--- src/rtl/snaprx_pkg.sv ---
`default_nettype none

package snaprx_pkg;

   typedef logic [7:0] byte_type;

   // Status fields that travel with every result beat.
   typedef struct packed {
      logic     busy;
      byte_type dest;
      byte_type sender;
      logic [4:0] length;
   } status_type;

   // Request operations.
   localparam logic [1:0] OP_BYTE    = 2'd0;
   localparam logic [1:0] OP_RELEASE = 2'd1;
   localparam logic [1:0] OP_READ    = 2'd2;

   // Register indexes on the configuration port.
   localparam logic [2:0] REG_SYNC       = 3'd0;
   localparam logic [2:0] REG_ADDR_COUNT = 3'd1;
   localparam logic [2:0] REG_ADDR0      = 3'd2;
   localparam logic [2:0] REG_ADDR1      = 3'd3;
   localparam logic [2:0] REG_ADDR2      = 3'd4;
   localparam logic [2:0] REG_ADDR3      = 3'd5;

   localparam byte_type   SYNC_RESET        = 8'd84;
   localparam logic [2:0] MAX_OWN_ADDRESSES = 3'd4;

   // Header checks and reply header codes.
   localparam byte_type   HDR2_MASK  = 8'hFC;
   localparam byte_type   HDR2_VALUE = 8'h50;
   localparam byte_type   HDR1_MASK  = 8'hF0;
   localparam byte_type   HDR1_VALUE = 8'h30;
   localparam byte_type   HDR2_ACK   = 8'h52;
   localparam byte_type   HDR2_NAK   = 8'h53;
   localparam logic [1:0] ACK_REQUEST = 2'b01;

   // Dallas CRC-8 (reflected 0x8C): contribution of each set bit of acc ^ data.
   localparam byte_type CRC_BITS [8] = '{8'h5e, 8'hbc, 8'h61, 8'hc2,
                                         8'h9d, 8'h23, 8'h46, 8'h8c};

   function automatic byte_type crc8_step(input byte_type acc, input byte_type data);
      byte_type x;
      byte_type r;
      x = acc ^ data;
      r = '0;
      for (int i = 0; i < 8; i++) begin
         if (x[i]) r = r ^ CRC_BITS[i];
      end
      return r;
   endfunction

endpackage

`default_nettype wire

--- src/rtl/snap_ring_packet_receiver_unit.sv ---
`default_nettype none

// SNAP ring-node receiver. Each request carries one operation: a received ring
// byte, a release of the packet lock, or a read of a stored payload byte. A
// request yields one or more result beats, one per cycle while rsp_tready is
// high: a single beat with send_valid low when nothing is to be sent, six
// beats for an ACK/NAK frame, four (header) or one (each later byte) for a
// forwarded packet, and eight zero beats on a header error. The next request
// is taken in the cycle its last beat leaves. Payload bytes live in a
// synchronous payload RAM of PAYLOAD_DEPTH bytes whose read data is
// registered when the read request is accepted.
module snap_ring_packet_receiver_unit #(
   parameter int PAYLOAD_DEPTH = 16
) (
   input  wire logic        clock,
   input  wire logic        reset,
   input  wire logic        req_tvalid,
   output logic             req_tready,
   // [7:0] line_byte, [11:8] read_index, [15:12] zero
   input  wire logic [15:0] req_tdata,
   // [1:0] operation
   input  wire logic [1:0]  req_tuser,
   output logic             rsp_tvalid,
   input  wire logic        rsp_tready,
   // [7:0] send_byte, [8] packet_ready, [16:9] dest_seen, [24:17] sender_seen,
   // [29:25] payload_count, [37:30] read_value, [39:38] zero
   output logic [39:0]      rsp_tdata,
   // [0] send_valid
   output logic             rsp_tuser,
   output logic             rsp_tlast,
   input  wire logic        csr_psel,
   input  wire logic        csr_penable,
   input  wire logic        csr_pwrite,
   input  wire logic [4:0]  csr_paddr,
   input  wire logic [31:0] csr_pwdata,
   output logic [31:0]      csr_prdata,
   output logic             csr_pready
);

   localparam int AW = (PAYLOAD_DEPTH > 1) ? $clog2(PAYLOAD_DEPTH) : 1;
   localparam logic [4:0] DEPTH5 = 5'(PAYLOAD_DEPTH);

   // Receiver phases.
   localparam logic [3:0] PH_IDLE      = 4'd0;
   localparam logic [3:0] PH_SYNC      = 4'd1;
   localparam logic [3:0] PH_HDR2      = 4'd2;
   localparam logic [3:0] PH_HDR1      = 4'd3;
   localparam logic [3:0] PH_DEST      = 4'd4;
   localparam logic [3:0] PH_DATA      = 4'd5;
   localparam logic [3:0] PH_CHECK     = 4'd6;
   localparam logic [3:0] PH_PASS_SRC  = 4'd7;
   localparam logic [3:0] PH_PASS_DATA = 4'd8;

   // Configuration registers.
   snaprx_pkg::byte_type sync_ff;
   logic [2:0]           addr_count_ff;
   snaprx_pkg::byte_type own_addr_ff [4];

   // Receiver state.
   logic [3:0]           phase_ff, phase_in;
   snaprx_pkg::byte_type crc_ff, crc_in;
   snaprx_pkg::byte_type hdr_two_ff, hdr_two_in;
   snaprx_pkg::byte_type hdr_one_ff, hdr_one_in;
   snaprx_pkg::byte_type dest_ff, dest_in;
   snaprx_pkg::byte_type sender_ff, sender_in;
   logic [4:0]           length_ff, length_in;
   logic [4:0]           fill_ff, fill_in;
   logic                 ack_ff, ack_in;
   logic                 busy_ff, busy_in;
   logic                 aborted_ff, aborted_in;

   // Result stage: the frame of the request being sent out.
   logic                   job_valid_ff, job_valid_in;
   snaprx_pkg::byte_type   job_bytes_ff [8];
   logic [2:0]             job_last_ff;
   logic                   job_send_ff;
   logic [2:0]             job_beat_ff, job_beat_in;
   snaprx_pkg::status_type job_status_ff;
   logic                   rd_ok_ff;

   // Payload RAM.
   snaprx_pkg::byte_type payload_mem [PAYLOAD_DEPTH];
   snaprx_pkg::byte_type rd_data_ff;

   logic                 accept;
   logic [1:0]           op;
   snaprx_pkg::byte_type c;
   logic [3:0]           rd_index;
   logic                 rd_ok;
   logic                 rd_en;
   logic                 out_done;

   logic                 mem_we;
   logic [AW-1:0]        mem_waddr;

   snaprx_pkg::byte_type frame [8];
   logic [3:0]           frame_n;

   logic                 is_own;
   logic [2:0]           addr_limit;
   logic                 hdr2_ok;
   logic                 hdr1_ok;
   logic [4:0]           len_clamped;
   logic [4:0]           fill_next;
   logic                 crc_match;
   snaprx_pkg::byte_type reply_hdr;
   snaprx_pkg::byte_type reply_to;
   snaprx_pkg::byte_type reply_c1, reply_c2, reply_c3, reply_c4;
   snaprx_pkg::byte_type sync_crc;
   logic                 csr_write;

   assign op       = req_tuser;
   assign c        = req_tdata[7:0];
   assign rd_index = req_tdata[11:8];

   // Handshakes: a new request is taken when no frame is pending or the last beat of the current frame is taken.
   assign out_done   = job_valid_ff && rsp_tready && (job_beat_ff == job_last_ff);
   assign req_tready = !job_valid_ff || out_done;
   assign accept     = req_tvalid && req_tready;

   assign rd_ok = (op == snaprx_pkg::OP_READ) && ({1'b0, rd_index} < DEPTH5);
   assign rd_en = accept && rd_ok;

   // Own-address match over the valid part of the address list.
   always_comb begin
      addr_limit = (addr_count_ff > snaprx_pkg::MAX_OWN_ADDRESSES) ?
                   snaprx_pkg::MAX_OWN_ADDRESSES : addr_count_ff;
      is_own = 1'b0;
      for (int i = 0; i < 4; i++) begin
         if ((3'(i) < addr_limit) && (own_addr_ff[i] == c)) is_own = 1'b1;
      end
   end

   assign hdr2_ok     = (c & snaprx_pkg::HDR2_MASK) == snaprx_pkg::HDR2_VALUE;
   assign hdr1_ok     = (c & snaprx_pkg::HDR1_MASK) == snaprx_pkg::HDR1_VALUE;
   assign len_clamped = ({1'b0, c[3:0]} > DEPTH5) ? DEPTH5 : {1'b0, c[3:0]};
   assign fill_next   = fill_ff + 5'd1;
   assign crc_match   = (c == crc_ff);
   assign sync_crc    = snaprx_pkg::crc8_step(8'h00, c);

   // Reply frame: NAK to the incoming sender while busy, else ACK/NAK after the check.
   always_comb begin
      if (phase_ff == PH_DEST) begin
         reply_hdr = snaprx_pkg::HDR2_NAK;
         reply_to  = c;
      end else begin
         reply_hdr = crc_match ? snaprx_pkg::HDR2_ACK : snaprx_pkg::HDR2_NAK;
         reply_to  = sender_ff;
      end
   end

   assign reply_c1 = snaprx_pkg::crc8_step(8'h00, reply_hdr);
   assign reply_c2 = snaprx_pkg::crc8_step(reply_c1, snaprx_pkg::HDR1_VALUE);
   assign reply_c3 = snaprx_pkg::crc8_step(reply_c2, reply_to);
   assign reply_c4 = snaprx_pkg::crc8_step(reply_c3, dest_ff);

   // Next receiver state and the frame this request produces.
   always_comb begin
      phase_in   = phase_ff;
      crc_in     = crc_ff;
      hdr_two_in = hdr_two_ff;
      hdr_one_in = hdr_one_ff;
      dest_in    = dest_ff;
      sender_in  = sender_ff;
      length_in  = length_ff;
      fill_in    = fill_ff;
      ack_in     = ack_ff;
      busy_in    = busy_ff;
      aborted_in = aborted_ff;
      mem_we     = 1'b0;
      mem_waddr  = fill_ff[AW-1:0];
      frame_n    = 4'd0;
      for (int i = 0; i < 8; i++) frame[i] = 8'h00;

      if (accept) begin
         case (op)
            snaprx_pkg::OP_BYTE: begin
               unique case (phase_ff)
                  PH_IDLE: begin
                     if (c == sync_ff) begin
                        phase_in   = PH_SYNC;
                        aborted_in = 1'b0;
                     end
                  end
                  PH_SYNC: begin
                     hdr_two_in = c;
                     if (!hdr2_ok) begin
                        frame_n  = aborted_ff ? 4'd0 : 4'd8;
                        ack_in   = 1'b0;
                        busy_in  = 1'b0;
                        phase_in = PH_IDLE;
                     end else begin
                        ack_in   = (c[1:0] == snaprx_pkg::ACK_REQUEST);
                        crc_in   = sync_crc;
                        phase_in = PH_HDR2;
                     end
                  end
                  PH_HDR2: begin
                     hdr_one_in = c;
                     if (!hdr1_ok) begin
                        frame_n  = aborted_ff ? 4'd0 : 4'd8;
                        ack_in   = 1'b0;
                        busy_in  = 1'b0;
                        phase_in = PH_IDLE;
                     end else begin
                        length_in = len_clamped;
                        crc_in    = snaprx_pkg::crc8_step(crc_ff, c);
                        phase_in  = PH_HDR1;
                     end
                  end
                  PH_HDR1: begin
                     if (!is_own) begin
                        // Not for this node: pass the header on unchanged.
                        frame[0] = sync_ff;
                        frame[1] = hdr_two_ff;
                        frame[2] = hdr_one_ff;
                        frame[3] = c;
                        frame_n  = 4'd4;
                        ack_in   = 1'b0;
                        phase_in = PH_PASS_SRC;
                     end else begin
                        dest_in  = c;
                        crc_in   = snaprx_pkg::crc8_step(crc_ff, c);
                        phase_in = PH_DEST;
                     end
                  end
                  PH_DEST: begin
                     if (busy_ff) begin
                        frame[0]   = sync_ff;
                        frame[1]   = reply_hdr;
                        frame[2]   = snaprx_pkg::HDR1_VALUE;
                        frame[3]   = reply_to;
                        frame[4]   = dest_ff;
                        frame[5]   = reply_c4;
                        frame_n    = 4'd6;
                        crc_in     = reply_c4;
                        ack_in     = 1'b0;
                        aborted_in = 1'b1;
                        phase_in   = PH_IDLE;
                     end else begin
                        sender_in = c;
                        fill_in   = 5'd0;
                        crc_in    = snaprx_pkg::crc8_step(crc_ff, c);
                        phase_in  = (length_ff == 5'd0) ? PH_CHECK : PH_DATA;
                     end
                  end
                  PH_DATA: begin
                     mem_we  = (fill_ff < DEPTH5);
                     fill_in = fill_next;
                     crc_in  = snaprx_pkg::crc8_step(crc_ff, c);
                     if (fill_next >= length_ff) phase_in = PH_CHECK;
                  end
                  PH_CHECK: begin
                     if (crc_match) busy_in = 1'b1;
                     if (ack_ff) begin
                        frame[0] = sync_ff;
                        frame[1] = reply_hdr;
                        frame[2] = snaprx_pkg::HDR1_VALUE;
                        frame[3] = reply_to;
                        frame[4] = dest_ff;
                        frame[5] = reply_c4;
                        frame_n  = 4'd6;
                        crc_in   = reply_c4;
                        ack_in   = 1'b0;
                     end
                     phase_in = PH_IDLE;
                  end
                  PH_PASS_SRC: begin
                     frame[0]  = c;
                     frame_n   = 4'd1;
                     length_in = length_ff + 5'd1;
                     phase_in  = PH_PASS_DATA;
                  end
                  PH_PASS_DATA: begin
                     frame[0] = c;
                     frame_n  = 4'd1;
                     if (length_ff > 5'd1) length_in = length_ff - 5'd1;
                     else phase_in = PH_IDLE;
                  end
                  default: begin
                     phase_in = PH_IDLE;
                  end
               endcase
            end
            snaprx_pkg::OP_RELEASE: begin
               busy_in = 1'b0;
            end
            default: begin
            end
         endcase
      end
   end

   // Result stage beat control.
   always_comb begin
      job_valid_in = job_valid_ff;
      job_beat_in  = job_beat_ff;
      if (job_valid_ff && rsp_tready) begin
         if (job_beat_ff == job_last_ff) job_valid_in = 1'b0;
         else job_beat_in = job_beat_ff + 3'd1;
      end
      if (accept) begin
         job_valid_in = 1'b1;
         job_beat_in  = 3'd0;
      end
   end

   // Control and receiver state registers.
   always_ff @(posedge clock) begin
      if (reset) begin
         phase_ff     <= PH_IDLE;
         crc_ff       <= '0;
         hdr_two_ff   <= '0;
         hdr_one_ff   <= '0;
         dest_ff      <= '0;
         sender_ff    <= '0;
         length_ff    <= '0;
         fill_ff      <= '0;
         ack_ff       <= 1'b0;
         busy_ff      <= 1'b0;
         aborted_ff   <= 1'b0;
         job_valid_ff <= 1'b0;
         job_beat_ff  <= '0;
      end else begin
         phase_ff     <= phase_in;
         crc_ff       <= crc_in;
         hdr_two_ff   <= hdr_two_in;
         hdr_one_ff   <= hdr_one_in;
         dest_ff      <= dest_in;
         sender_ff    <= sender_in;
         length_ff    <= length_in;
         fill_ff      <= fill_in;
         ack_ff       <= ack_in;
         busy_ff      <= busy_in;
         aborted_ff   <= aborted_in;
         job_valid_ff <= job_valid_in;
         job_beat_ff  <= job_beat_in;
      end
   end

   // Frame payload of the result stage, loaded when a request is accepted.
   always_ff @(posedge clock) begin
      if (accept) begin
         for (int i = 0; i < 8; i++) job_bytes_ff[i] <= frame[i];
         job_last_ff   <= (frame_n == 4'd0) ? 3'd0 : 3'(frame_n - 4'd1);
         job_send_ff   <= (frame_n != 4'd0);
         job_status_ff <= '{busy: busy_in, dest: dest_in, sender: sender_in,
                            length: length_in};
         rd_ok_ff      <= rd_ok;
      end
   end

   // Payload RAM: one write port, one registered read port.
   always_ff @(posedge clock) begin
      if (mem_we) payload_mem[mem_waddr] <= c;
      if (rd_en) rd_data_ff <= payload_mem[rd_index[AW-1:0]];
   end

   // Result channel.
   assign rsp_tvalid = job_valid_ff;
   assign rsp_tuser  = job_send_ff;
   assign rsp_tlast  = (job_beat_ff == job_last_ff);
   assign rsp_tdata  = {2'b00,
                        rd_ok_ff ? rd_data_ff : 8'h00,
                        job_status_ff.length,
                        job_status_ff.sender,
                        job_status_ff.dest,
                        job_status_ff.busy,
                        job_bytes_ff[job_beat_ff]};

   // Configuration port.
   assign csr_pready = 1'b1;
   assign csr_write  = csr_psel && csr_penable && csr_pwrite;

   always_ff @(posedge clock) begin
      if (reset) begin
         sync_ff       <= snaprx_pkg::SYNC_RESET;
         addr_count_ff <= '0;
         for (int i = 0; i < 4; i++) own_addr_ff[i] <= '0;
      end else if (csr_write) begin
         unique case (csr_paddr[4:2])
            snaprx_pkg::REG_SYNC:       sync_ff        <= csr_pwdata[7:0];
            snaprx_pkg::REG_ADDR_COUNT: addr_count_ff  <= csr_pwdata[2:0];
            snaprx_pkg::REG_ADDR0:      own_addr_ff[0] <= csr_pwdata[7:0];
            snaprx_pkg::REG_ADDR1:      own_addr_ff[1] <= csr_pwdata[7:0];
            snaprx_pkg::REG_ADDR2:      own_addr_ff[2] <= csr_pwdata[7:0];
            snaprx_pkg::REG_ADDR3:      own_addr_ff[3] <= csr_pwdata[7:0];
            default: begin
            end
         endcase
      end
   end

   always_comb begin
      unique case (csr_paddr[4:2])
         snaprx_pkg::REG_SYNC:       csr_prdata = {24'h0, sync_ff};
         snaprx_pkg::REG_ADDR_COUNT: csr_prdata = {29'h0, addr_count_ff};
         snaprx_pkg::REG_ADDR0:      csr_prdata = {24'h0, own_addr_ff[0]};
         snaprx_pkg::REG_ADDR1:      csr_prdata = {24'h0, own_addr_ff[1]};
         snaprx_pkg::REG_ADDR2:      csr_prdata = {24'h0, own_addr_ff[2]};
         snaprx_pkg::REG_ADDR3:      csr_prdata = {24'h0, own_addr_ff[3]};
         default:                    csr_prdata = 32'h0;
      endcase
   end

endmodule

`default_nettype wire
--- config.mk ---
export PLATFORM = sky130hd
export DESIGN_NAME = snap_ring_packet_receiver_unit
export DESIGN_NICKNAME = d
export VERILOG_FILES = /design/src/rtl/snaprx_pkg.sv /design/src/rtl/snap_ring_packet_receiver_unit.sv
export SDC_FILE = /design/constraint.sdc
export NUM_CORES = 1
export LEC_CHECK = 0
export BUFFER_PORTS_ARGS = -buffer_cell sky130_fd_sc_hd__buf_2
export CORE_UTILIZATION = 36
export DETAILED_ROUTE_END_ITERATION = 7
export SLEW_MARGIN = 10
export SYNTH_ARGS = -nofsm -noshare
export SYNTH_HDL_FRONTEND = slang
export SYNTH_SLANG_ARGS = --single-unit
export TNS_END_PERCENT = 20
--- constraint.sdc ---
create_clock -name clock -period 4 [get_ports clock]
set_input_delay 0.6 -clock clock [delete_from_list [all_inputs] [get_ports clock]]
set_output_delay 0.6 -clock clock [all_outputs]
set_load 0.01 [all_outputs]
==> impl_metrics.env <==
export IMPL_grt_antenna_before_repair=0
export IMPL_clk_latency_ps=540
export IMPL_mostFrequentLayoutCells="edfxtp_1 (243), nor2_1 (100), buf_2 (81)"
export IMPL_synth_flop_cell="edfxtp_1"
export IMPL_synth_seq_area_share_pct=57.2
export IMPL_period_minus_slack_ps=3120
export IMPL_relSlewSlack_pct=27.2
export IMPL_via_per_inst=5.25
export IMPL_area_growth_syn_to_layout_pct=14.7
export IMPL_wl_per_cell_um=21.2
export IMPL_cts_root_buf="clkbuf_16"
export IMPL_crit_required_ps=4440
export IMPL_drt_total_wl_mm=39.3
export IMPL_grt_max_degree=80
export IMPL_synth_edf_count=243
export IMPL_ir_worst_vdd_v=0.000246
export IMPL_utilization_pct=42.0
export IMPL_cts_tree="done"
export IMPL_fin_crit_sh_pct=78.0
export IMPL_final_common_cell="edfxtp_1"
export IMPL_tns_ps=0
export IMPL_drv_slew=0
export IMPL_grt_setup_unrepaired="false"
export IMPL_ant_nets=0
export IMPL_max_cap_violations=0
export IMPL_synthAdderAreaFrac_pct=1.46
export IMPL_post_cts_resized=0
export IMPL_yosysUniqueCellTypes=65
export IMPL_rr_worst_depth=8
export IMPL_synth_avg_cell_area_um2=12.9
export IMPL_hold_buffers=0
export IMPL_postSynthCellCount=1191
export IMPL_rows=75
export IMPL_total_power_uw=7430
export IMPL_synth_top_family_by_area="multiplexers"
export IMPL_diodes=0
export IMPL_coreArea_um2=42000
export IMPL_synth_area_leaders="edfxtp_1 (47%), dfxtp_1 (9.8%), mux4_2 (7.2%)"
export IMPL_hold_class="primary input to register"
export IMPL_hold_viol_final=0
export IMPL_post_cts_buffers=0
export IMPL_grt_pass1_vias=9573
export IMPL_routabilityCongestion=0.866
export IMPL_worst_pin_slew_ps=1090
export IMPL_async_flop_share_pct=0
export IMPL_cp_max_fo=27
export IMPL_p_leak_uw=0.00636
export IMPL_yosysWarnings=0
export IMPL_cts_sinks=318
export IMPL_synth_xor_area_share_pct=7.96
export IMPL_muxShareOfSynthArea_pct=11.9
export IMPL_first_iter_violations=674
export IMPL_ys_seq_elements=318
export IMPL_ios=139
export IMPL_numCtsBuffers=35
export IMPL_dr_pass1_iters=5
export IMPL_die_x_um=209
export IMPL_initial_core_util_pct=36.6
export IMPL_hold_depth=3
export IMPL_yosys_area_top_type="edfxtp_1"
export IMPL_clock_skew_ps=15.9
export IMPL_fin_nets=1368
export IMPL_synth_compound_gate_area_share_pct=6.39
export IMPL_status="complete, no violations"
export IMPL_r2r_start="phase_ff[0]"
export IMPL_drive_above_1_share_pct=19.3
export IMPL_dp_hpwl_mm=26.9
export IMPL_post_place_ws_ps=386
export IMPL_clkSlewWorstSetupHoldPaths_ps=60
export IMPL_die_y_um=209
export IMPL_yosys_area_share_simple_pct=11.3
export IMPL_via_count=9737
export IMPL_crit_start="req_tdata[6]"
export IMPL_port_buffers=81
export IMPL_finalSetupViolCount=0
export IMPL_cts_max_path_buffers=3
export IMPL_setup_worst_path_class="primary input to register"
export IMPL_critPathLaunchType="primary input"
export IMPL_htreeDepth=2
export IMPL_dieArea_um2=43600
export IMPL_max_freq_mhz=320
export IMPL_drc=0
export IMPL_grt_pass1_wl_mm=59.2
export IMPL_grt_overflow=0
export IMPL_hp_start="req_tvalid"
export IMPL_worstPathArrival_ps=3560
export IMPL_synth_top_cell_area_share_pct=47.4
export IMPL_end_kind="register"
export IMPL_powerDensity_nw_per_um2=421
export IMPL_finalWorstSetupSlack_ps=880
export IMPL_grtUsageTotal_pct=18.1
export IMPL_whs_ps=341
export IMPL_syn_area_um2=15400
[cell type report]
class,count,area (µm²)
fillers,3950,24400
well taps,539,674
multi-input cells,775,6110
repair buffers,130,786
clock inverters,20,221
clock buffers,43,948
inverters,28,109
flip-flops and latches,318,8800
[cells in the mapped netlist (9+ instances only)]
| master | instances |
|---|---|
| edfxtp_1 | 243 |
| nor2_1 | 100 |
| and2_1 | 79 |
| xnor2_1 | 78 |
| dfxtp_1 | 75 |
| mux2i_1 | 52 |
| nand2_1 | 52 |
| mux4_2 | 49 |
| clkbuf_1 | 47 |
| xor2_1 | 34 |
| inv_1 | 28 |
| buf_4 | 27 |
| a21oi_1 | 26 |
| nor3_1 | 26 |
| a22oi_1 | 23 |
| nand3_1 | 23 |
| o21ai_0 | 21 |
| ha_1 | 18 |
| and3_1 | 15 |
| buf_1 | 14 |
| o22ai_1 | 13 |
| nor4_1 | 12 |
| mux2_2 | 10 |
| nand2b_1 | 10 |
| o21ai_1 | 9 |
[worst paths after layout]
| kind | end | slack [ps] |
|---|---|---|
| min | rsp_tvalid | 340 |
| max reg2reg | crc_ff[2] | 940 |
| min reg2reg | hdr_one_ff[1] | 480 |
| max | crc_ff[1] | 880 |
[per-layer routing]
layer  vias to the layer above  part of all wire (%)  routed length [µm]  track usage [%]
met5                         -                     0                   0                0
met2                       308                    46               18300             29.0
met3                        67                   5.8                2300             2.93
met1                      4829                    45               17700             25.1
li1                       4533                     -                   -                -
met4                         0                   2.8                1080             5.96
[worst max-delay path: stages]
cell and delay, ps:
buf_2 620, xnor2_1 260, nand4_1 270, or3b_1 450, a31oi_2 360, xnor2_1 180
xnor2_1 120, or4_1 410, a311oi_1 260
[logic make-up (layout without fill, tap and decap cells)]
family	after synthesis	in the layout
other	2	27
muxes	119	119
xor gates and xnor gates	123	123
buffers and inverters	123	221
DFF	318	318
adders and majority gates	18	18
and+or+nand+nor	341	341
AOI/OAI and AO/OA	147	147
[power by group]
group | internal, µW | switching, µW | total (µW) | leakage (µW)
registers | 3610 | 33.3 | 3650 | 0.00288
logic | 186 | 306 | 492 | 0.00291
clock network | 1960 | 1330 | 3290 | 0.000571
[flip-flops by register name (all words and copies together) (netlist names), 3 cells and up, named ones only]
register	count
sender_ff	8
sync_ff	8
rsp_tdata	22
length_ff	5
rd_data_ff	8
job_beat_ff	3
crc_ff	8
own_addr_ff	32
hdr_one_ff	8
hdr_two_ff	8
job_last_ff	3
fill_ff	5
payload_mem	128
phase_ff	4
addr_count_ff	3
job_bytes_ff	48
dest_ff	8
[per-stage QoR]
step	instances	instance area [µm²]
detailed placement	1790	16500
finish	1853	17600
global route	1853	17600
global placement	1790	16500
CTS	1853	17600
floorplan	1216	15500
No activity file was read; power rests on OpenSTA's default activity.
